`src/hdl/fpj_fifo.sv`:
```
// Small first-word-fall-through queue built from registers.
// Used between front and back, and on the result side. Needs no package.
`default_nettype none

module fpj_fifo #(
    parameter int WIDTH = 8,
    parameter int DEPTH = 2
) (
    input  wire logic             i_clk,
    input  wire logic             i_rst_n,
    input  wire logic             i_push,
    input  wire logic [WIDTH-1:0] i_data,
    output logic                  o_full,
    input  wire logic             i_pop,
    output logic      [WIDTH-1:0] o_data,
    output logic                  o_empty
);

    localparam int PTR_W = (DEPTH > 1) ? $clog2(DEPTH) : 1;
    localparam int CNT_W = $clog2(DEPTH + 1);

    logic [WIDTH-1:0] r_mem [DEPTH];
    logic [PTR_W-1:0] r_wr_ptr, r_rd_ptr;
    logic [CNT_W-1:0] r_count;
    logic             w_do_push, w_do_pop;

    assign o_full    = (r_count == CNT_W'(DEPTH));
    assign o_empty   = (r_count == '0);
    assign w_do_push = i_push && !o_full;
    assign w_do_pop  = i_pop && !o_empty;
    assign o_data    = r_mem[r_rd_ptr];

    // pointers and fill level
    always_ff @(posedge i_clk) begin
        if (!i_rst_n) begin
            r_wr_ptr <= '0;
            r_rd_ptr <= '0;
            r_count  <= '0;
        end else begin
            if (w_do_push) begin
                r_wr_ptr <= (r_wr_ptr == PTR_W'(DEPTH - 1)) ? '0 : r_wr_ptr + PTR_W'(1);
            end
            if (w_do_pop) begin
                r_rd_ptr <= (r_rd_ptr == PTR_W'(DEPTH - 1)) ? '0 : r_rd_ptr + PTR_W'(1);
            end
            if (w_do_push && !w_do_pop) begin
                r_count <= r_count + CNT_W'(1);
            end else if (!w_do_push && w_do_pop) begin
                r_count <= r_count - CNT_W'(1);
            end
        end
    end

    // storage
    always_ff @(posedge i_clk) begin
        if (w_do_push) begin
            r_mem[r_wr_ptr] <= i_data;
        end
    end

endmodule

`default_nettype wire

```
`config.mk`:
```
export PLATFORM = sky130hd
export DESIGN_NAME = fpj_fifo
export DESIGN_NICKNAME = d
export VERILOG_FILES = /design/src/hdl/fpj_fifo.sv
export SDC_FILE = /design/constraint.sdc
export NUM_CORES = 1
export LEC_CHECK = 0
export ABC_CLOCK_PERIOD_IN_PS = 2900
export BUFFER_PORTS_ARGS = -buffer_cell sky130_fd_sc_hd__buf_2
export CORE_ASPECT_RATIO = 1.25
export CORE_MARGIN = 5
export CORE_UTILIZATION = 35
export DETAILED_ROUTE_END_ITERATION = 6
export SYNTH_ARGS = -nofsm -noshare
export SYNTH_HDL_FRONTEND = slang
export SYNTH_SLANG_ARGS = --single-unit
```
`constraint.sdc`:
```
create_clock -name i_clk -period 2.9 [get_ports i_clk]
set_clock_uncertainty 0.15 [all_clocks]
set_input_delay 0.29 -clock i_clk [delete_from_list [all_inputs] [get_ports i_clk]]
set_output_delay 0.29 -clock i_clk [all_outputs]
set_load 0.01 [all_outputs]
```
==> results.txt <==
----------------------------------------------------
[Status]
  Run status ... finished clean

[Logic synthesis]
  Synthesized-area fraction occupied by ao, oa, aoi and oai cells ... under 10%
  Fraction of synthesized area in multiplexers ... around 11%
  XOR/XNOR share of the synthesized area ... 3.25%
  Number of instances in the synthesized netlist ... 50
  Distinct cells, synth ... 20
  Avg Synthesized Cell Area ... 16.2 um2
  Number of synthesized register bits ... 21
  Share of synthesized cell area in full adder, half adder and majority cells ... around 1.5%
  Area of the mapped netlist ... approximately 810 um2
  Number of warnings printed during yosys synthesis ... 0
  Simple logic cell fraction of the synthesized area ... just under 7%
  Largest family of logic cells by synthesized area ... multiplexers
  Register area share after synthesis ... 71.7%
  Post-synth net total ... 63

[Timing]
  Share of the cycle needed by the critical path after routing ... 61.9%
  Min Tclk post-route ... approximately 1800 ps
  Final hold violation count ... 0
  Final setup vio count ... 0
  Unrepaired setup endpoints after global routing ... no
  Fin. max-slew vios ... 0
  Maximum clock frequency ... between 500 and 600 MHz
  Setup TNS ... 0 ps
  Worst-case headroom to the max-slew limit ... between 50% and 60%
  Worst slew pin tran ... about 700 ps

[Critical path]
  Setup slack on the worst flop-to-flop path ... between 1000 and 1500 ps
  Required time at the endpoint of the critical path ... between 2000 and 2500 ps
  Startpoint of the worst register-to-register path ... r_count[0]
  Critical-path cell with the highest stage delay ... sky130_fd_sc_hd__dfxtp_1
  Kind of end point of the critical path ... output pin
  Crit path arrival time ... 1360 ps
  Depth of the most critical reg-to-reg path ... 6
  List of cells traversed by the critical path ... mux2_2, buf_2
  Highest cell delay on the worst timing path ... ~550 ps
  Endpoint of the most critical register-to-register path ... r_count[1]
  Class of the most critical setup path ... reg2out
  Kind of cell with the highest combined delay on the critical path ... flip-flops
  Buffers & Inverters on Critical Path ... 1
  CP Max Fanout ... 8
  Critical Path Start Type ... flop

[Global routing]
  GRT Residual Overflow ... 0
  Number of antenna violations at the first check in global routing ... 0
  Wire length of the first global-routing pass ... 2120 um
  Via count of the first global-routing pass ... 512
  Maximum number of pins on one net before global-route repair ... 12
  Overall track demand over capacity in global routing ... a little under a tenth

[Floorplanning]
  Total die area ... between 3000 and 4000 um2
  Standard-cell rows ... 19
  Y dimension of the die ... ~64 um
  Die outline width ... around 53 um
  I/O pin count ... 22
  Initial core utilization ... between 30% and 40%
  Area of the core ... 2210 um2

[Min path]
  Number of cells traversed by the worst hold path ... 1
  Hold Path Origin ... i_data[5]
  End point of the most critical hold path ... r_mem[0][5]
  Classification of the worst-slack hold path ... in2reg

[Clock network]
  Number of buffers on the longest clock path ... 2
  H-tree Lvls ... 1
  Clk sink count ... 21
  Clock buffer count from CTS ... 3
  TritonCTS clock tree ... yes
  Worst skew pair latency ... 290 ps
  Clock Tree Root ... sky130_fd_sc_hd__clkbuf_4
  Quantity of hold-fixing buffers added after cts ... 0
  Post-CTS clock slew at the launch and capture registers of the worst setup and hold paths ... roughly 110 ps
  Post-cts repair resize count ... 0
  Number of buffers inserted by post-CTS setup repair ... 0

[Route]
  Detailed-route wire length per cell ... approximately 13 um
  Met3 WL post-DR ... ~94 um
  Iteration-0 DRC count of the detailed router ... 14
  Router iterations before antenna repair ... 4
  Routed wire length ... 1330 um
  Detail-routed via count per cell ... approximately 4.4
  Total number of vias ... between 400 and 500
  Met1 wire length ... 522 um
  Post-route antenna net violation count ... 0
  Drt drc ... 0
  Detailed route wirelength on metal2 ... 658 um
  Top layer reached by signal wires ... met4

[Finish]
  Leading cell type in the layout, fill and taps excluded ... sky130_fd_sc_hd__buf_2
  Antenna diode instance count ... 0
  Layout cells sized above 1 ... 45.9%
  Net count, final ... 88
  Fillers ... between 200 and 250
  Most frequent cells in the layout ... 21 x sky130_fd_sc_hd__buf_2, 16 x sky130_fd_sc_hd__edfxtp_1, 8 x sky130_fd_sc_hd__mux2_2, 5 x sky130_fd_sc_hd__dfxtp_1
  Sequential cell area ... just under 600 um2
  Synth-to-Final Area Change ... 20.4%
  Multi-input logic area ... 216 um2

[Pwr]
  Design Power ... 0.000807 W
  VDD IR max ... between 0.4 and 0.5 mV
  Static leakage power ... about 0.38 nW
  Total power divided by cell area ... between 800 and 900 nW/um2

[Placed design]
  Final weighted congestion in routability-driven placement ... approximately 0.71
  Port Buf Inserts ... 21

[Run]
  Max capacitance violation total ... 0

----------------------------------------------------
[metrics by stage]
step	hold WS, ps	util (%)	std cells	setup WS (ps)	cell area [um2]
after floorplan	239	-	50	1280	810
after global placement	330	42.9	101	1220	948
after detailed placement	334	42.9	101	1190	948
after CTS	18.3	44.1	105	1060	975
after global routing	9.86	44.1	105	1020	975
final	24.2	44.1	105	1100	975
[per-layer routing]
layer / vias up / track usage (%)
met3: 4 / 2.79
met5: - / 0
met4: 0 / 8.63
met1: 215 / 9.15
met2: 15 / 14.3
li1: 230 / -
[synthesized netlist by cell type]
cell,instances,area [um2]
sky130_fd_sc_hd__xor2_1,1,8.76
sky130_fd_sc_hd__and2_1,3,18.8
sky130_fd_sc_hd__nand2b_1,1,6.26
sky130_fd_sc_hd__dfxtp_1,5,100
sky130_fd_sc_hd__inv_2,1,3.75
sky130_fd_sc_hd__a21boi_1,1,7.51
sky130_fd_sc_hd__xnor2_1,2,17.5
sky130_fd_sc_hd__edfxtp_1,16,480
sky130_fd_sc_hd__nor2_1,2,7.51
sky130_fd_sc_hd__a21boi_0,1,7.51
sky130_fd_sc_hd__and3_1,1,6.26
sky130_fd_sc_hd__buf_2,1,5.00
sky130_fd_sc_hd__o21ai_0,1,5.00
sky130_fd_sc_hd__o21ai_1,1,5.00
sky130_fd_sc_hd__inv_1,1,3.75
sky130_fd_sc_hd__ha_1,1,12.5
sky130_fd_sc_hd__nor3_2,1,10.0
sky130_fd_sc_hd__or3_1,1,6.26
sky130_fd_sc_hd__o21a_1,1,7.51
sky130_fd_sc_hd__mux2_2,8,90.1
[flip-flops by register name, summed over array words and instances, names as in the netlist, named ones only]
signal and flops:
r_count 2, r_wr_ptr 1, r_mem 16, r_rd_ptr 1
[report_power, final]
group / switching, W / total (W) / internal [W] / leakage [nW]
Combinational: 0.000120 / 0.000250 / 0.000130 / 0.173
Sequential: 0.0000387 / 0.000423 / 0.000384 / 0.191
Clock: 0.0000809 / 0.000134 / 0.0000535 / 0.0150
[worst max-delay path by stage]
stage / from / end / cells after the start
after detailed placement: r_count[0] / r_mem[0][5] / 3
after CTS: flop / o_data[6] / 2
after floorplan: r_count[0] / r_count[1] / 6
after global routing: flop / o_data[3] / 2
after global placement: r_count[0] / r_mem[0][5] / 3
final: flop / o_data[6] / 2
[cells by family (layout without fill, tap and decap cells)]
logic type	count (synthesis)	after routing
flip-flops	21	21
AND/OR/NAND/NOR	9	9
multiplexers	8	8
AO/OA/AOI/OAI	5	5
XOR/XNOR	3	3
buffers and inverters	3	27
adder cells (fa/ha/maj)	1	1
[worst reg2reg max path, stage by stage (launching register included)]
cell                       delay, ps
sky130_fd_sc_hd__dfxtp_1         420
sky130_fd_sc_hd__nand2b_1        190
sky130_fd_sc_hd__inv_2            60
sky130_fd_sc_hd__nor2_1          110
sky130_fd_sc_hd__ha_1            270
sky130_fd_sc_hd__or3_1           350
sky130_fd_sc_hd__a21boi_1        130
[final cells by class]
class,instances,share of cell area (%)
Inverter,2,0.770
Clock buffer,4,2.70
Multi-Input combinational cell,26,22.2
Tap cell,31,3.98
Timing Repair Buffer,21,10.8
Sequential cell,21,59.6
No activity file was read; power rests on OpenSTA's default activity.
