[src/hdl/fpj_pkg.sv]
// Package for the five-point Jacobi sweep: fixed widths, register indexes,
// reset values, the command flag struct and the back-end sequencer states.
// No dependencies; used by every module of the block except fpj_fifo.
`default_nettype none

package fpj_pkg;

    // configuration port
    localparam int CFG_IDX_W   = 2;
    localparam int CFG_DATA_W  = 16;
    localparam int GRID_SIZE_W = 6;
    localparam int OMEGA_W     = 16;

    localparam logic [CFG_IDX_W-1:0] CFG_GRID_SIZE = 2'd0;
    localparam logic [CFG_IDX_W-1:0] CFG_MODE      = 2'd1;
    localparam logic [CFG_IDX_W-1:0] CFG_OMEGA     = 2'd2;

    localparam logic [GRID_SIZE_W-1:0] GRID_SIZE_RST = 6'd32;
    localparam logic                   MODE_RST      = 1'b0;
    localparam logic [OMEGA_W-1:0]     OMEGA_RST     = 16'd21823;

    // mode codes
    localparam logic MODE_SMOOTH   = 1'b0;
    localparam logic MODE_RESIDUAL = 1'b1;

    // result index width and fixed-point shift of the omega product
    localparam int IDX_OUT_W  = 5;
    localparam int FRAC_SHIFT = 17;
    // headroom of the stencil sum over one value
    localparam int SUM_GUARD  = 4;

    // classification of one accepted point
    typedef struct packed {
        logic has_result;   // row above exists, a result is due
        logic last_point;   // final point of the grid, flush follows
        logic upper_valid;  // row two above exists
    } t_cmd_flags;

    // back-end sequencer
    typedef enum logic [2:0] {
        ST_IDLE,
        ST_RD0,
        ST_RD1,
        ST_RD2,
        ST_SUM,
        ST_MUL,
        ST_OUT
    } t_back_state;

endpackage

`default_nettype wire

[src/hdl/fpj_front.sv]
// Front end: accepts grid points, tracks row and column, classifies each beat.
// Depends on fpj_pkg (t_cmd_flags).
`default_nettype none

module fpj_front #(
    parameter int GRID_MAX    = 32,
    parameter int VALUE_WIDTH = 32
) (
    input  wire logic                            i_clk,
    input  wire logic                            i_rst_n,
    input  wire logic                            i_restart,
    input  wire logic [$clog2(GRID_MAX+1)-1:0]   i_size,
    input  wire logic                            i_push,
    input  wire logic signed [VALUE_WIDTH-1:0]   i_x,
    input  wire logic signed [VALUE_WIDTH-1:0]   i_b,
    input  wire logic                            i_q_full,
    output logic                                 o_full,
    output logic                                 o_q_push,
    output fpj_pkg::t_cmd_flags                  o_flags,
    output logic [$clog2(GRID_MAX)-1:0]          o_row,
    output logic [$clog2(GRID_MAX)-1:0]          o_col,
    output logic signed [VALUE_WIDTH-1:0]        o_x,
    output logic signed [VALUE_WIDTH-1:0]        o_b
);

    localparam int CW = $clog2(GRID_MAX);
    localparam int NW = $clog2(GRID_MAX + 1);

    logic [CW-1:0] r_row, r_col;
    logic          w_accept, w_col_end, w_row_end;

    assign o_full    = i_q_full;
    assign w_accept  = i_push && !i_q_full;
    assign w_col_end = (NW'(r_col) == i_size - NW'(1));
    assign w_row_end = (NW'(r_row) == i_size - NW'(1));

    // position of the next arriving point
    always_ff @(posedge i_clk) begin
        if (!i_rst_n) begin
            r_row <= '0;
            r_col <= '0;
        end else if (i_restart) begin
            r_row <= '0;
            r_col <= '0;
        end else if (w_accept) begin
            if (w_col_end) begin
                r_col <= '0;
                r_row <= w_row_end ? '0 : r_row + CW'(1);
            end else begin
                r_col <= r_col + CW'(1);
            end
        end
    end

    // classify the beat for the back end
    always_comb begin
        o_q_push            = w_accept;
        o_flags.has_result  = (r_row != '0);
        o_flags.last_point  = w_row_end && w_col_end;
        o_flags.upper_valid = (NW'(r_row) >= NW'(2));
        o_row               = r_row;
        o_col               = r_col;
        o_x                 = i_x;
        o_b                 = i_b;
    end

endmodule

`default_nettype wire

[config.mk]
export PLATFORM = sky130hd
export DESIGN_NAME = fpj_front
export DESIGN_NICKNAME = d
export VERILOG_FILES = /design/src/hdl/fpj_pkg.sv /design/src/hdl/fpj_front.sv
export SDC_FILE = /design/constraint.sdc
export NUM_CORES = 1
export LEC_CHECK = 0
export BUFFER_PORTS_ARGS = -buffer_cell sky130_fd_sc_hd__buf_2
export CORE_UTILIZATION = 32
export CTS_BUF_LIST = sky130_fd_sc_hd__clkbuf_4 sky130_fd_sc_hd__clkbuf_8
export DETAILED_ROUTE_END_ITERATION = 12
export PLACE_DENSITY = 0.8
export SYNTH_ARGS = -nofsm -noshare
export SYNTH_HDL_FRONTEND = slang
export SYNTH_SLANG_ARGS = --single-unit
[constraint.sdc]
create_clock -name i_clk -period 1.6 [get_ports i_clk]
set_input_delay 0.16 -clock i_clk [delete_from_list [all_inputs] [get_ports i_clk]]
set_output_delay 0.16 -clock i_clk [all_outputs]
set_load 0.02 [all_outputs]
==> results.py <==
metrics = {
    "setup_path": {
        "slowest_delay_ps": 410,
        "reg2reg_from": "o_col[3]$_SDFFE_PP0P_",
        "r2r_end": "o_row[3]$_SDFFE_PP0P_",
        "cp_cell_sequence": "buf_6 -> or3_4 -> buf_6 -> xnor2_4 -> nor4_4 -> nand2_2 -> nor2_4 -> buf_6",
        "critical_path_required_ps": 1440,
        "cp-end-kind": "output port",
        "worstSetupPathType": "primary input to output port",
        "crit_top_cell": "buf_6",
        "startpoint_type": "primary input",
        "rrSetupSlack_ps": -120,
        "crit_arrival_ps": 1630,
        "rr_worst_depth": 7,
        "path_max_fanout": 4,
        "cp_slowest_cell": "or3_4",
    },
    "logic_synthesis": {
        "synth_ff_type": "dfxtp_1",
        "synth_area_leaders": "buf_4 36%, dfxtp_1 15%, ha_1 4.6%, xor2_1 3.9%, xnor3_1 3.3%",
        "ys_warn_count": 0,
        "ys_seq_area_share_pct": 14.8,
        "ys_types": 34,
        "synth_edf_count": 0,
        "synthMuxAreaShare_pct": 0.740,
        "syn_avg_cell_area_um2": 8.45,
        "yosysTopAreaCell": "buf_4",
        "synth_top_area_share_pct": 36.1,
        "synth_area_mm2": 0.00135,
        "syn_nets": 240,
        "synth_top_family_by_area": "buffers and inverters",
        "synth-adder-area-share_pct": 4.63,
        "yosys_register_bits": 10,
        "syn_inst": 160,
        "synth_xor_area_share_pct": 11.2,
        "yosys.area_share.simple_pct": 21.3,
        "synth_compound_area_share_pct": 9.34,
        "synth_async_sr_flop_share_pct": 0,
    },
    "layout": {
        "design_area_mm2": 0.00147,
        "fin_util_pct": 36.4,
        "syn2layout_area_growth_pct": 8.42,
        "layout-drive-gt1-share_pct": 58.6,
        "num_antenna_cells": 0,
        "fin_nets": 227,
    },
    "grt": {
        "grt_overflow": 0,
        "grt_max_degree": 9,
        "grt_pass1_vias": 818,
        "grt_use_total_pct": 12.0,
        "antenna_found_initial": 0,
        "grt_pass1_wl_mm": 3.93,
    },
    "timing": {
        "fin_crit_sh_pct": 112,
        "period_needed_ps": 1790,
        "rsz0062_at_grt": "yes",
        "fmax_mhz": 558,
        "timing.final.ws_setup_ps": -193,
        "holdWs_ps": 320,
        "fin_skew_ps": 2.33,
        "worst_pin_slew_ps": 574,
        "relSlewSlack_pct": 61.7,
        "report.final.hold_viol_count": 0,
        "slew_violations": 0,
        "setup_viol": 11,
    },
    "placed_design": {
        "postPlaceCellArea_mm2": 0.00119,
        "dp_hpwl_mm": 2.03,
        "pre_cts_ws_ps": -324,
        "io_buffer_count": 25,
        "routabilityCongestion": 0.797,
    },
    "route": {
        "drt-total-wl_mm": 2.83,
        "m1WireLength_mm": 1.04,
        "vias": 936,
        "dr_wl_met3_um": 212,
        "wl_per_cell_um": 14.5,
        "viasPerCell": 4.80,
        "top_layer_used": "met4",
        "drt_iter0_drc": 23,
        "final_antenna_net_count": 0,
        "met2_length_mm": 1.44,
        "drc": 0,
        "firstDrtPassIters": 4,
    },
    "die": {
        "die_w_um": 67.0,
        "row_count": 23,
        "die_h_um": 67.0,
        "die_area_mm2": 0.00449,
        "io_pins": 154,
        "coreArea_mm2": 0.00403,
        "initial_utilization_pct": 33.6,
    },
    "clock_network": {
        "cts_tree": "yes",
        "cts.path.max_buffers": 2,
        "cts_root_buf": "clkbuf_8",
        "cts_max_level": 1,
        "numCtsBuffers": 3,
        "worstSkewPairLatency_ps": 240,
        "clock_sinks": 10,
    },
    "power": {
        "power_frac_seq_pct": 36.5,
        "p_clk_share_pct": 37.8,
        "ir_drop_uv": 191,
        "power_mw": 0.689,
        "swShare_pct": 27.0,
        "leakagePower_nw": 0.663,
        "power_density_mw_per_mm2": 470,
        "p_sw_mw": 0.186,
        "internal-power_mw": 0.503,
        "comb_power_share_pct": 25.7,
    },
    "status": {
        "status": "finished, violations left",
        "violations": "setup timing",
    },
    "min_path": {
        "min_path_cells": 0,
        "hold_start": "i_b[13]",
        "hold_path_class": "primary input to output port",
        "min_to": "o_b[13]",
    },
    "run": {
        "max_cap_violations": 0,
    },
}
## power by group through the flow
stage / sequential, mW / clock [mW] / combinational (mW)
detailed placement: 0.256 / 0 / 0.131
floorplan: 0.258 / 0 / 0.312
finish: 0.252 / 0.260 / 0.177
global route: 0.251 / 0.278 / 0.190
global placement: 0.256 / 0 / 0.128
CTS: 0.252 / 0.264 / 0.152
## Yosys cell counts, types with 3 or more instances
cell and count:
dfxtp_1 10, a32oi_1 3, ha_1 5, buf_4 65
nand2_1 11, xor2_1 6, xnor2_1 3, nand2b_1 3
o21ai_0 4, a21oi_1 4, nor2_1 4, nand3_1 8
inv_1 6
## cells in the final DEF (no fill, tap or decap), types with 2 or more instances in the layout
| cell type | synthesis | layout |
|---|---|---|
| a32oi_1 | 3 | 2 |
| xnor3_1 | 2 | 2 |
| nor4_4 | 2 | 2 |
| xor2_2 | 0 | 2 |
| dfxtp_1 | 10 | 6 |
| buf_4 | 65 | 17 |
| clkbuf_8 | 0 | 3 |
| nor2_4 | 0 | 2 |
| nand3_1 | 8 | 5 |
| nor2_1 | 4 | 2 |
| inv_1 | 6 | 6 |
| nand3_2 | 1 | 3 |
| buf_6 | 0 | 9 |
| and2_1 | 2 | 2 |
| nand2b_1 | 3 | 3 |
| dfxtp_2 | 0 | 4 |
| nor2b_1 | 2 | 2 |
| ha_1 | 5 | 4 |
| nor4_1 | 2 | 2 |
| o31ai_1 | 2 | 2 |
| o21ai_1 | 0 | 3 |
| xor2_1 | 6 | 3 |
| and3_1 | 2 | 2 |
| a21oi_2 | 1 | 3 |
| nand2_1 | 11 | 9 |
| buf_2 | 0 | 22 |
## metrics by stage
step | cells | setup TNS [ps]
5_1_grt | 195 | -1900
2_1_floorplan | 160 | -612
6_report | 195 | -1110
4_1_cts | 194 | -1100
3_3_place_gp | 186 | -2630
3_5_place_dp | 186 | -2910
## worst max-delay path by stage
| stage | startpoint | end | cells after the start |
|---|---|---|---|
| after global placement | i_size[0] | o_row[4]$_SDFFE_PP0P_ | 9 |
| final | i_size[0] | o_flags[1] | 8 |
| after floorplan | i_size[1] | o_row[4]$_SDFFE_PP0P_ | 6 |
| after CTS | i_size[1] | o_flags[1] | 7 |
| after detailed placement | i_size[1] | o_row[4]$_SDFFE_PP0P_ | 7 |
| after global routing | i_size[0] | o_flags[1] | 8 |
## cells by family after synthesis
group / after synthesis
DFF: 10
AOI/OAI and AO/OA: 17
muxes: 1
xor gates and xnor gates: 12
adders and majority gates: 5
and+or+nand+nor: 43
buffers and inverters: 72
## state kept, by name, summed over array words and instances, names as in the netlist
register and count:
o_col 5, o_row 5
## layer usage
layer,global-route usage (%),up-vias
met5,0,-
li1,-,442
met1,12.4,438
met3,2.91,26
met2,19.3,30
met4,11.7,0
## area by class of cell
| type | instances | area (µm²) |
|---|---|---|
| clock buffers | 3 | 41.3 |
| repair buffers | 48 | 339 |
| multi-input cells | 78 | 796 |
| flip-flops and latches | 10 | 205 |
| inverters | 6 | 22.5 |
| fillers | 399 | 2560 |
| well taps | 50 | 62.6 |
## worst max-delay path, delay by kind of cell
family / cells / cell delay, ps
xor+xnor: 1 / 140
buf+inv: 3 / 360
simple gates: 4 / 950
## timing repair
| action | 4_1_cts | 5_1_grt |
|---|---|---|
| hold buffers | 0 | 0 |
| setup endpoints to repair | 11 | 11 |
| cloned | 0 | 0 |
| pin swaps | 15 | 14 |
| gates resized for setup | 18 | 22 |
| buffers inserted | 5 | 1 |
No activity file was read; power rests on OpenSTA's default activity.
